## src/design/art_pkg.sv

```systemverilog
// Shared types, constants and codes of the access rule table.
`timescale 1ns / 1ps

package art_pkg;

    // Default sizing of the rule store
    localparam int RULE_SLOTS_DEF = 64;
    localparam int ID_BITS_DEF    = 16;

    // Fixed field widths on the stream ports
    localparam int FIELD_ID_W = 16;
    localparam int PERM_W     = 32;
    localparam int IN_DATA_W  = 3 * FIELD_ID_W + PERM_W;
    localparam int OUT_DATA_W = 8;

    // Item kind carried in tuser
    typedef enum logic {
        MODE_ADD   = 1'b0,
        MODE_CHECK = 1'b1
    } t_mode;

    // Result status codes
    typedef enum logic {
        STATUS_OK   = 1'b0,
        STATUS_FULL = 1'b1
    } t_status;

    // Sequencer states
    typedef enum logic [1:0] {
        ST_IDLE,
        ST_SCAN,
        ST_DONE
    } t_state;

    // One result item
    typedef struct packed {
        t_status status;
        logic    granted;
    } t_result;

endpackage

```

## src/design/art_seq.sv

```systemverilog
// Sequencer: appends rules at the fill count and scans the rule memory on checks.
`timescale 1ns / 1ps

module art_seq #(
    parameter int RULE_SLOTS = art_pkg::RULE_SLOTS_DEF,
    parameter int ID_BITS    = art_pkg::ID_BITS_DEF,
    parameter int KEY_W      = 3 * ID_BITS,
    parameter int WORD_W     = KEY_W + art_pkg::PERM_W,
    parameter int IDX_W      = (RULE_SLOTS > 1) ? $clog2(RULE_SLOTS) : 1
) (
    input  logic                        i_clk,
    input  logic                        i_rst_n,
    // Item side
    input  logic                        i_in_valid,
    output logic                        o_in_ready,
    input  art_pkg::t_mode              i_mode,
    input  logic [KEY_W-1:0]            i_key,
    input  logic [art_pkg::PERM_W-1:0]  i_perm,
    // Result side
    output logic                        o_res_valid,
    input  logic                        i_res_ready,
    output art_pkg::t_result            o_res,
    // Rule memory
    output logic                        o_ram_we,
    output logic [IDX_W-1:0]            o_ram_waddr,
    output logic [WORD_W-1:0]           o_ram_wdata,
    output logic                        o_ram_re,
    output logic [IDX_W-1:0]            o_ram_raddr,
    input  logic [WORD_W-1:0]           i_ram_rdata
);

    import art_pkg::*;

    localparam int CNT_W = $clog2(RULE_SLOTS + 1);

    t_state              r_state, n_state;
    logic [CNT_W-1:0]    r_count, n_count;
    logic [IDX_W-1:0]    r_idx,   n_idx;
    logic [KEY_W-1:0]    r_key,   n_key;
    logic [PERM_W-1:0]   r_bits,  n_bits;
    t_result             r_res,   n_res;

    logic                w_full;
    logic                w_empty;
    logic                w_hit;
    logic                w_last;
    logic [KEY_W-1:0]    w_rd_key;
    logic [PERM_W-1:0]   w_rd_perm;

    // Stored rules form a prefix of the memory, so the fill count marks validity
    assign w_full    = (r_count == CNT_W'(RULE_SLOTS));
    assign w_empty   = (r_count == '0);
    assign w_rd_key  = i_ram_rdata[KEY_W-1:0];
    assign w_rd_perm = i_ram_rdata[WORD_W-1:KEY_W];
    assign w_hit     = (w_rd_key == r_key);
    assign w_last    = ((CNT_W'(r_idx) + CNT_W'(1)) == r_count);

    // Next state
    always_comb begin
        n_state = r_state;
        unique case (r_state)
            ST_IDLE: begin
                if (i_in_valid) begin
                    if (i_mode == MODE_CHECK && !w_empty) begin
                        n_state = ST_SCAN;
                    end else begin
                        n_state = ST_DONE;
                    end
                end
            end
            ST_SCAN: begin
                if (w_hit || w_last) begin
                    n_state = ST_DONE;
                end
            end
            ST_DONE: begin
                if (i_res_ready) begin
                    n_state = ST_IDLE;
                end
            end
            default: n_state = ST_IDLE;
        endcase
    end

    // Datapath and memory control
    always_comb begin
        n_count     = r_count;
        n_idx       = r_idx;
        n_key       = r_key;
        n_bits      = r_bits;
        n_res       = r_res;
        o_ram_we    = 1'b0;
        o_ram_waddr = r_count[IDX_W-1:0];
        o_ram_wdata = {i_perm, i_key};
        o_ram_re    = 1'b0;
        o_ram_raddr = '0;
        unique case (r_state)
            ST_IDLE: begin
                if (i_in_valid) begin
                    n_key       = i_key;
                    n_bits      = i_perm;
                    n_idx       = '0;
                    n_res       = '{status: STATUS_OK, granted: 1'b0};
                    if (i_mode == MODE_ADD) begin
                        if (w_full) begin
                            n_res.status = STATUS_FULL;
                        end else begin
                            o_ram_we = 1'b1;
                            n_count  = r_count + CNT_W'(1);
                        end
                    end else begin
                        // Fetch slot zero for the scan
                        o_ram_re = !w_empty;
                    end
                end
            end
            ST_SCAN: begin
                if (w_hit) begin
                    n_res.granted = |(w_rd_perm & r_bits);
                end else if (!w_last) begin
                    // Advance to the next slot
                    n_idx       = r_idx + IDX_W'(1);
                    o_ram_re    = 1'b1;
                    o_ram_raddr = r_idx + IDX_W'(1);
                end
            end
            ST_DONE: begin
            end
            default: begin
            end
        endcase
    end

    assign o_in_ready  = (r_state == ST_IDLE);
    assign o_res_valid = (r_state == ST_DONE);
    assign o_res       = r_res;

    // Control registers
    always_ff @(posedge i_clk) begin
        if (!i_rst_n) begin
            r_state <= ST_IDLE;
            r_count <= '0;
        end else begin
            r_state <= n_state;
            r_count <= n_count;
        end
    end

    // Payload registers
    always_ff @(posedge i_clk) begin
        r_idx  <= n_idx;
        r_key  <= n_key;
        r_bits <= n_bits;
        r_res  <= n_res;
    end

    // Fill count never passes the table size
    assert property (@(posedge i_clk) disable iff (!i_rst_n)
        r_count <= CNT_W'(RULE_SLOTS))
        else $error("art_seq: fill count beyond table size");

    // A scan only reads slots that hold rules
    assert property (@(posedge i_clk) disable iff (!i_rst_n)
        (r_state == ST_SCAN) |-> (CNT_W'(r_idx) < r_count))
        else $error("art_seq: scan index outside stored rules");

    // Rules are written only while no scan is running
    assert property (@(posedge i_clk) disable iff (!i_rst_n)
        o_ram_we |-> (r_state == ST_IDLE && !w_full))
        else $error("art_seq: memory write outside an add");

    // The fill count only grows, one rule at a time
    assert property (@(posedge i_clk) disable iff (!i_rst_n)
        (r_count != $past(r_count)) |-> (r_count == $past(r_count) + CNT_W'(1)))
        else $error("art_seq: fill count jumped");

    // A full table answers an add with the full status
    assert property (@(posedge i_clk) disable iff (!i_rst_n)
        (r_state == ST_IDLE && i_in_valid && i_mode == MODE_ADD && w_full)
            |=> (r_state == ST_DONE && r_res.status == STATUS_FULL))
        else $error("art_seq: full table not reported");

endmodule

```

## config.mk

```make
export PLATFORM = sky130hd
export DESIGN_NAME = art_seq
export DESIGN_NICKNAME = d
export VERILOG_FILES = /design/src/design/art_pkg.sv /design/src/design/art_seq.sv
export SDC_FILE = /design/constraint.sdc
export NUM_CORES = 1
export LEC_CHECK = 0
export BUFFER_PORTS_ARGS = -buffer_cell sky130_fd_sc_hd__buf_2
export CAP_MARGIN = 15
export CORE_AREA = 2 2 124 126
export DETAILED_ROUTE_END_ITERATION = 10
export DIE_AREA = 0 0 126 128
export MAX_ROUTING_LAYER = met4
export PLACE_DENSITY = 0.58
export SYNTH_ARGS = -nofsm -noshare
export SYNTH_HDL_FRONTEND = slang
export SYNTH_SLANG_ARGS = --single-unit
```

## constraint.sdc

```tcl
create_clock -name i_clk -period 3.1 [get_ports i_clk]
set_input_delay 0.31 -clock i_clk [delete_from_list [all_inputs] [get_ports i_clk]]
set_output_delay 0.31 -clock i_clk [all_outputs]
set_load 0.02 [all_outputs]
```

==> out/qor.txt, run 1 <==
status -> finished clean
Post-synth top cells -> 88 x edfxtp_1, 86 x buf_4, 52 x xor2_1, 15 x nor4_1, 11 x nor2_1
Die Height -> 128 um
EDFF count, synth -> 88
total power -> 3.15 mW
netlist area before placement -> 0.00479 mm2
final setup fails -> 0
gr usage total -> 13.9%
clock root buffer -> clkbuf_16
Post-CTS Hold Fix Bufs -> 0
ys flop type -> edfxtp_1
first-pass GRT wire length -> 16.6 mm
cell area power density -> 525 mW/mm2
TritonCTS clock tree -> built
Vias/cell -> 4.45
drt initial violations -> 161
critical path's slowest cell -> edfxtp_1
layout cells sized above 1 -> 51.2%
largest net degree at the start of global routing -> 42
R2R setup slack -> 0.36 ns
H-tree depth -> 3
max-cap viol count -> 0
CP Class -> reg2out
Max Transition Viols Final -> 0
Layout Nets -> 722
Yosys reg bits -> 97
Tmin final -> 2.81 ns
Clock Path Buffers -> 2
post-CTS sizing -> 0
via count -> 3327
area share of the largest cell type after synthesis -> 55.1%
clock skew -> 0.00747 ns
Synthesis Warnings -> 0
Slew headroom -> 38.0%
GRT overflow -> 0
non-filler cells, final -> 747
Final Cycle Share -> 90.7%
CP endpoint kind -> output pin
I/O Buffers -> 262
Die Wd -> 126 um
starting density of the core -> 32.2%
Cell Rows -> 45
Area Overhead vs Synth -> 25.3%
top post-synthesis cells by area -> edfxtp_1 55%, buf_4 13%, xor2_1 9.5%, dfxtp_1 3.8%, nor4_1 2.0%
DRT antenna net count -> 0
total negative slack -> 0 ns
register area share after synthesis -> 58.9%
Worst EP arrival -> 2.50 ns
routed length per instance -> 15.2 um
Clk pin slew, worst setup/hold paths -> 0.07 ns
maximum clock frequency -> 356 MHz
RSZ-0062 raised after global routing -> no
initial antenna violation count -> 0
Crit path required time -> 2.79 ns
Hold Fails Final Rpt -> 0
Startpoint Class -> flip-flop
Hold Slack -> 0.149 ns
max incr delay on CP -> 0.48 ns
vias in the first global route -> 3283
CP Max Fanout -> 10
top-count cell post-synth -> edfxtp_1
Sink Count -> 97
Post-CTS Setup Inserts -> 0
syn avg cell area -> 13.0 um2
buffer and inverter count on the worst path -> 2
fraction of registers with async set/reset -> 0%
total CTS buffers -> 9
VDD IR-drop max -> 0.399 mV
DRC -> 0
Worst-Skew Late Latency -> 0.34 ns
full die area -> 0.0161 mm2
drt total wl -> 11.4 mm
Antenna Cells -> 0
1st-pass router iterations -> 4
Slew @ Worst Pin -> 0.920 ns
placed insts -> 731
critical path cell sequence -> ha_1 > xnor2_1 > a211oi_1 > o2111ai_1 > a211oi_2 > buf_4 > nor4_1 > buf_2
Core Area -> 0.0149 mm2
I/O Pins -> 263
post-DP HPWL -> 9.13 mm
Worst Hold Class -> in2reg
P_leak -> 2.61 nW
Distinct cells, synth -> 41
GPL Wtd Cong -> 0.835
syn_nets -> 536
Mapped Cells -> 368
Worst path top cell family by delay -> flip-flops
Synth area leader -> edfxtp_1
[routing by layer]
| metal | up-vias | GRT usage (%) | part of all wire, % |
|---|---|---|---|
| met4 | 0 | 3.36 | 0.92 |
| met2 | 144 | 25.0 | 54 |
| met5 | - | - | 0 |
| met1 | 1547 | 15.0 | 39 |
| met3 | 8 | 4.47 | 6.5 |
| li1 | 1628 | - | - |
[placed cells by master (no fill, tap or decap), types with 4 or more instances in the layout]
master and n:
a221oi_1 4, a22o_1 4, a22oi_1 8, and2_1 5
buf_2 262, clkbuf_16 9, dfxtp_1 9, edfxtp_1 88
inv_1 4, nand2_1 9, nand4_1 8, nor2_1 11
nor3_1 7, nor4_1 15, o21ai_0 5, xnor2_1 9
xor2_1 52
[kinds of logic (layout without fill, tap and decap cells)]
group	Yosys count	count (layout)	synth area share, %
compound gates	40	40	6.63
xor+xnor	61	61	11.1
fa+ha+maj	3	3	0.783
buf+inv	96	287	14.3
flops	97	97	58.9
mux	2	2	0.418
simple gates	69	69	7.86
[area by class of cell]
cell class	instances	area, um2
inverter	5	20.0
fill	1474	8860
clock inverter	7	60.1
multi-input combinational	175	1290
sequential	97	2820
tap	188	235
clock buffer	9	225
timing repair buffer	266	1350
[registers in the layout (all words and copies together), names as in the netlist]
name,cells
o_res,2
r_idx,6
r_key,48
r_bits,32
r_count,7
r_state,2
[worst register-to-register path, delay by kind of cell, from the launching register on]
kind	cells	cell delay (ns)
AOI/OAI and AO/OA	4	1.05
xor gates and xnor gates	1	0.34
adders and majority gates	1	0.33
buffers and inverters	1	0.17
DFF	1	0.48
[metrics by stage]
step	utilization (%)	cell area (um2)	setup WS, ns
detailed placement	38.5	5720	0.351
CTS	40.4	6000	0.267
global placement	38.5	5720	0.615
finish	40.4	6000	0.289
global route	40.4	6000	0.0946
floorplan	-	4790	0.267
[path summary, 6_finish.rpt]
path / startpoint / endpoint / cells past startpoint
setup / recovery: r_idx[0] / o_ram_raddr[4] / 8
hold / removal: i_key[45] / r_key[45] / 1
setup reg to reg: r_idx[0] / r_idx[3] / 7
hold reg to reg: r_count[5] / r_count[5] / 2
[where the power goes]
part	internal, mW	leakage [nW]	switching, mW
Clock	0.562	0.138	0.514
Sequential	1.55	0.918	0.0482
Combinational	0.203	1.55	0.277
(Power assumes the default switching activity.)
==> inputs of run 2 (changes only) <==
--- a/config.mk
+++ b/config.mk
@@ -12,6 +12,7 @@
 export DIE_AREA = 0 0 126 128
 export MAX_ROUTING_LAYER = met4
 export PLACE_DENSITY = 0.58
+export RECOVER_POWER = 25
 export SYNTH_ARGS = -nofsm -noshare
 export SYNTH_HDL_FRONTEND = slang
 export SYNTH_SLANG_ARGS = --single-unit
==> out/qor.txt, run 2 (same netlist as run 1, synthesis figures left out) <==
drt total wl -> 11.4 mm (about the same)
Slew headroom -> 38.0% (about the same)
first-pass GRT wire length -> 16.6 mm (unchanged)
most common cell after layout, fill and taps aside -> buf_2 (unchanged)
GRT overflow -> 0 (unchanged)
Die Wd -> 126 um (unchanged)
RSZ-0062 raised after global routing -> no (unchanged)
gr usage total -> 13.9% (unchanged)
post-DP HPWL -> 9.13 mm (unchanged)
clock skew -> 0.00824 ns (was 0.00747 ns)
starting density of the core -> 32.2% (unchanged)
Worst Hold Class -> in2reg (unchanged)
met2 usage in global routing -> 25.0% (unchanged)
Startpoint Class -> flip-flop (unchanged)
VDD IR-drop max -> 0.400 mV (was 0.399 mV)
Post-CTS Hold Fix Bufs -> 0 (unchanged)
M3 GR Usage -> 4.47% (unchanged)
Clock Path Buffers -> 2 (unchanged)
I/O Buffers -> 262 (unchanged)
Post-CTS Setup Inserts -> 0 (unchanged)
DP Area -> 0.00572 mm2 (unchanged)
layout cells sized above 1 -> 45.8% (was 51.2%)
full die area -> 0.0161 mm2 (unchanged)
CP Max Fanout -> 10 (unchanged)
post-CTS sizing -> 0 (unchanged)
Clk pin slew, worst setup/hold paths -> 0.07 ns (about the same)
Largest regs -> r_key: 48 flops, r_bits: 32 flops, r_count: 7 flops (unchanged)
via count -> 3321 (was 3327)
max reg flops -> 48 (unchanged)
I/O Pins -> 263 (unchanged)
Max Transition Viols Final -> 0 (unchanged)
status -> finished clean (unchanged)
total negative slack -> 0 ns (unchanged)
largest net degree at the start of global routing -> 42 (unchanged)
Die Height -> 128 um (unchanged)
Top Usage Layer GRT -> met2 (unchanged)
Cell Rows -> 45 (unchanged)
Layout Nets -> 722 (unchanged)
cell area power density -> 527 mW/mm2 (was 525 mW/mm2)
Antenna Cells -> 0 (unchanged)
clock root buffer -> clkbuf_16 (unchanged)
1st-pass router iterations -> 4 (unchanged)
CP Class -> reg2out (unchanged)
Tmin final -> 2.79 ns (was 2.81 ns)
TritonCTS clock tree -> built (unchanged)
most frequent cells in the layout -> 232 x buf_2, 88 x edfxtp_1, 52 x xor2_1 (was 262 x buf_2, 88 x edfxtp_1, 52 x xor2_1)
Worst-Skew Late Latency -> 0.34 ns (about the same)
final setup fails -> 0 (unchanged)
post-layout instance area -> 0.00597 mm2 (was 0.00600 mm2)
routed length per instance -> 15.2 um (about the same)
vias in the first global route -> 3283 (unchanged)
GPL Wtd Cong -> 0.835 (unchanged)
H-tree depth -> 3 (unchanged)
filler cell count in the final layout -> 1480 (was 1474)
P_leak -> 2.53 nW (was 2.61 nW)
drt initial violations -> 175 (was 161)
total CTS buffers -> 9 (unchanged)
Worst EP arrival -> 2.48 ns (was 2.50 ns)
Final Cycle Share -> 90.0% (was 90.7%)
Hold Fails Final Rpt -> 0 (unchanged)
Sink Count -> 97 (unchanged)
DRC -> 0 (unchanged)
register bank with the most flops -> r_key (unchanged)
Crit path required time -> 2.79 ns (about the same)
Vias/cell -> 4.45 (about the same)
max-cap viol count -> 0 (unchanged)
maximum clock frequency -> 358 MHz (was 356 MHz)
CP endpoint kind -> output pin (unchanged)
initial antenna violation count -> 0 (unchanged)
Core Area -> 0.0149 mm2 (unchanged)
DRT antenna net count -> 0 (unchanged)
routing usage on met1 -> 15.0% (unchanged)
Area Overhead vs Synth -> 24.5% (was 25.3%)
Slew @ Worst Pin -> 0.920 ns (about the same)
-- run 2: cell types whose count changed in the layout (fill, tap and decap cells not counted), sizes merged --
cell / delta
buf: -30
clkbuf: +30
-- run 2: metal layers --
layer / wire length [um] / share of wire [%]
met1: 4440 / 39
met4: 104 / 0.92
met5: 0 / 0
met2: 6080 / 54
met3: 744 / 6.5
-- run 2: worst max-delay path, cell delays in order, from the launching register on --
cell and delay [ns]:
edfxtp_1 0.47, ha_1 0.33, xnor2_1 0.33, a211oi_1 0.13
o2111ai_1 0.13, a211oi_2 0.05, buf_4 0.17, nor4_1 0.30
buf_2 0.23
-- run 2: layout make-up --
cell class | instances | area (um2) | share of cell area, %
clock buffer | 9 | 225 | 3.78
clock inverter | 7 | 60.1 | 1.01
inverter | 5 | 20.0 | 0.336
multi-input combinational | 175 | 1290 | 21.6
sequential | 97 | 2820 | 47.3
tap | 188 | 235 | 3.94
timing repair buffer | 266 | 1320 | 22.1
-- run 2: path summary, 6_finish.rpt --
kind | from | endpoint | slack [ns] | cells after the start
max | r_idx[0] | o_ram_raddr[4] | 0.31 | 8
min | i_key[45] | r_key[45] | 0.15 | 1
max reg2reg | r_idx[0] | r_idx[3] | 0.38 | 7
min reg2reg | r_count[5] | r_count[5] | 0.61 | 2
-- run 2: report_power, final --
group / leakage (nW) / switching, mW / total, mW / internal [mW]
sequential: 0.918 / 0.0477 / 1.59 / 1.55
clock: 0.138 / 0.515 / 1.08 / 0.562
combinational: 1.47 / 0.277 / 0.475 / 0.198
total: 2.53 / 0.840 / 3.14 / 2.31
-- run 2: through the flow --
step                worst slack, ns  power, mW  utilization, %  instances  hold WS [ns]
CTS                           0.267       3.20            40.4        747         0.128
global placement              0.615       2.10            38.5        731         0.498
floorplan                     0.267       1.94               -        368         0.409
finish                        0.309       3.14            40.1        747         0.149
global route                 0.0946       3.29            40.1        747         0.126
detailed placement            0.351       2.11            38.5        731         0.500
==> inputs of run 3 (changes only) <==
--- a/config.mk
+++ b/config.mk
@@ -8,6 +8,7 @@
 export BUFFER_PORTS_ARGS = -buffer_cell sky130_fd_sc_hd__buf_2
 export CAP_MARGIN = 15
 export CORE_AREA = 2 2 124 126
+export CTS_BUF_LIST = sky130_fd_sc_hd__clkbuf_4 sky130_fd_sc_hd__clkbuf_8
 export DETAILED_ROUTE_END_ITERATION = 10
 export DIE_AREA = 0 0 126 128
 export MAX_ROUTING_LAYER = met4
==> out/qor.txt, run 3 (same netlist as run 1, synthesis figures left out) <==
Slew headroom -> 37.5% (was 38.0%)
status -> finished clean (unchanged)
largest net degree at the start of global routing -> 42 (unchanged)
GPL Wtd Cong -> 0.835 (unchanged)
Area Overhead vs Synth -> 22.4% (was 24.5%)
switching part of the total -> 28.3% (was 26.7%)
Hold Fails Final Rpt -> 0 (unchanged)
Clock Path Buffers -> 2 (unchanged)
WHS Endpoint -> r_key[34] (was r_key[45])
Largest regs -> r_key: 48 flops, r_bits: 32 flops, r_count: 7 flops (unchanged)
RR Startpoint -> r_idx[0] (unchanged)
post-CTS sizing -> 0 (unchanged)
Startpoint Class -> flip-flop (unchanged)
Final Cycle Share -> 91.9% (was 90.0%)
Worst Hold Class -> in2reg (unchanged)
TritonCTS clock tree -> built (unchanged)
Cell Rows -> 45 (unchanged)
Sink Count -> 97 (unchanged)
Internal Power -> 2.05 mW (was 2.31 mW)
maximum clock frequency -> 351 MHz (was 358 MHz)
most frequent cells in the layout -> 232 x buf_2, 88 x edfxtp_1, 52 x xor2_1 (unchanged)
initial antenna violation count -> 0 (unchanged)
Vias/cell -> 4.48 (was 4.45)
Crit path required time -> 2.79 ns (about the same)
max reg flops -> 48 (unchanged)
I/O Buffers -> 262 (unchanged)
CP Class -> reg2out (unchanged)
Layout Nets -> 722 (unchanged)
VDD IR-drop max -> 0.290 mV (was 0.400 mV)
final core occ -> 39.5% (was 40.1%)
Switch Pwr -> 0.809 mW (was 0.840 mW)
I/O Pins -> 263 (unchanged)
vias in the first global route -> 3278 (was 3283)
post-DP HPWL -> 9.13 mm (unchanged)
Post-CTS Hold Fix Bufs -> 0 (unchanged)
CP endpoint kind -> output pin (unchanged)
gr usage total -> 14.0% (was 13.9%)
R2R setup slack -> 0.36 ns (was 0.38 ns)
total negative slack -> 0 ns (unchanged)
clock skew -> 0.0121 ns (was 0.00824 ns)
GRT overflow -> 0 (unchanged)
P_leak -> 2.48 nW (was 2.53 nW)
reg2reg end -> r_idx[3] (unchanged)
Clock power frac -> 27.7% (was 34.2%)
Worst EP arrival -> 2.54 ns (was 2.48 ns)
Worst Hold Launch -> i_key[34] (was i_key[45])
via count -> 3348 (was 3321)
drt initial violations -> 160 (was 175)
Clk pin slew, worst setup/hold paths -> 0.11 ns (was 0.07 ns)
critical path's slowest cell -> edfxtp_1 (unchanged)
Die Wd -> 126 um (unchanged)
max-cap viol count -> 0 (unchanged)
DRT antenna net count -> 0 (unchanged)
Die Height -> 128 um (unchanged)
1st-pass router iterations -> 4 (unchanged)
drt total wl -> 11.4 mm (about the same)
H-tree depth -> 3 (unchanged)
Antenna Cells -> 0 (unchanged)
DRC -> 0 (unchanged)
routed length per instance -> 15.2 um (about the same)
Core Area -> 0.0149 mm2 (unchanged)
register bank with the most flops -> r_key (unchanged)
clock root buffer -> clkbuf_8 (was clkbuf_16)
starting density of the core -> 32.2% (unchanged)
CP Max Fanout -> 10 (unchanged)
cell area power density -> 488 mW/mm2 (was 527 mW/mm2)
Slew @ Worst Pin -> 0.928 ns (was 0.920 ns)
final setup fails -> 0 (unchanged)
reg2reg path depth -> 7 (unchanged)
most common cell after layout, fill and taps aside -> buf_2 (unchanged)
layout cells sized above 1 -> 45.8% (unchanged)
Tmin final -> 2.85 ns (was 2.79 ns)
filler cell count in the final layout -> 1490 (was 1480)
total CTS buffers -> 9 (unchanged)
RSZ-0062 raised after global routing -> no (unchanged)
Reg power frac -> 55.7% (was 50.7%)
Worst Hold Depth -> 1 (unchanged)
max incr delay on CP -> 0.48 ns (was 0.47 ns)
full die area -> 0.0161 mm2 (unchanged)
critical path cell sequence -> ha_1 > xnor2_1 > a211oi_1 > o2111ai_1 > a211oi_2 > buf_4 > nor4_1 > buf_2 (unchanged)
first-pass GRT wire length -> 16.6 mm (about the same)
Worst-Skew Late Latency -> 0.38 ns (was 0.34 ns)
Post-CTS Setup Inserts -> 0 (unchanged)
Max Transition Viols Final -> 0 (unchanged)
Logic pwr share -> 16.6% (was 15.1%)
run 3: cell types whose count changed in the layout (fill, tap and decap cells not counted):
cell       change
clkbuf_8       +9
clkbuf_16      -9
run 3: how the worst max path moves through the flow:
stage	start	to	slack (ns)	cells after the start
after floorplan	r_state[1]	r_state[0]	0.27	4
after global placement	r_idx[0]	r_idx[5]	0.62	7
after detailed placement	r_idx[0]	r_idx[2]	0.35	7
after CTS	r_idx[0]	o_ram_raddr[4]	0.21	8
after global routing	r_idx[0]	o_ram_raddr[3]	0.05	8
final	r_idx[0]	o_ram_raddr[4]	0.25	8
run 3: cell type report:
| class | count | area (um2) | area share (%) |
|---|---|---|---|
| inverter | 5 | 20.0 | 0.341 |
| timing repair buffer | 266 | 1320 | 22.4 |
| multi-input combinational | 175 | 1290 | 21.9 |
| clock buffer | 9 | 124 | 2.11 |
| sequential | 97 | 2820 | 48.1 |
| clock inverter | 7 | 60.1 | 1.02 |
| tap | 188 | 235 | 4.01 |
run 3: worst max-delay path, delay by kind of cell, from the launching register on:
family,cells,cell delay (ns)
flops,1,0.48
compound gates,3,0.32
buf+inv,2,0.40
fa+ha+maj,1,0.33
xor+xnor,1,0.33
simple gates,1,0.31
run 3: metrics by stage:
step                      total power [mW]  area, um2  instances  hold WS, ns  worst slack, ns
after global placement                2.10       5720        731        0.498            0.615
after global routing                  3.00       5860        747       0.0810           0.0451
after detailed placement              2.11       5720        731        0.500            0.351
after floorplan                       1.94       4790        368        0.409            0.267
after CTS                             2.91       5900        747       0.0794            0.212
final                                 2.86       5860        747        0.111            0.252
run 3: power groups by stage:
| stage | combinational, mW | sequential (mW) | clock, mW |
|---|---|---|---|
| floorplan | 0.329 | 1.61 | 0 |
| global placement | 0.481 | 1.62 | 0 |
| detailed placement | 0.488 | 1.62 | 0 |
| CTS | 0.489 | 1.59 | 0.829 |
| global route | 0.519 | 1.60 | 0.873 |
| finish | 0.476 | 1.59 | 0.793 |
run 3: per-layer routing:
metal / part of all wire, % / vias up / GRT usage [%]
li1: - / 1627 / -
met1: 38 / 1540 / 14.9
met2: 53 / 161 / 25.1
met3: 7.1 / 20 / 3.71
met4: 2.0 / 0 / 4.91
met5: 0 / - / -
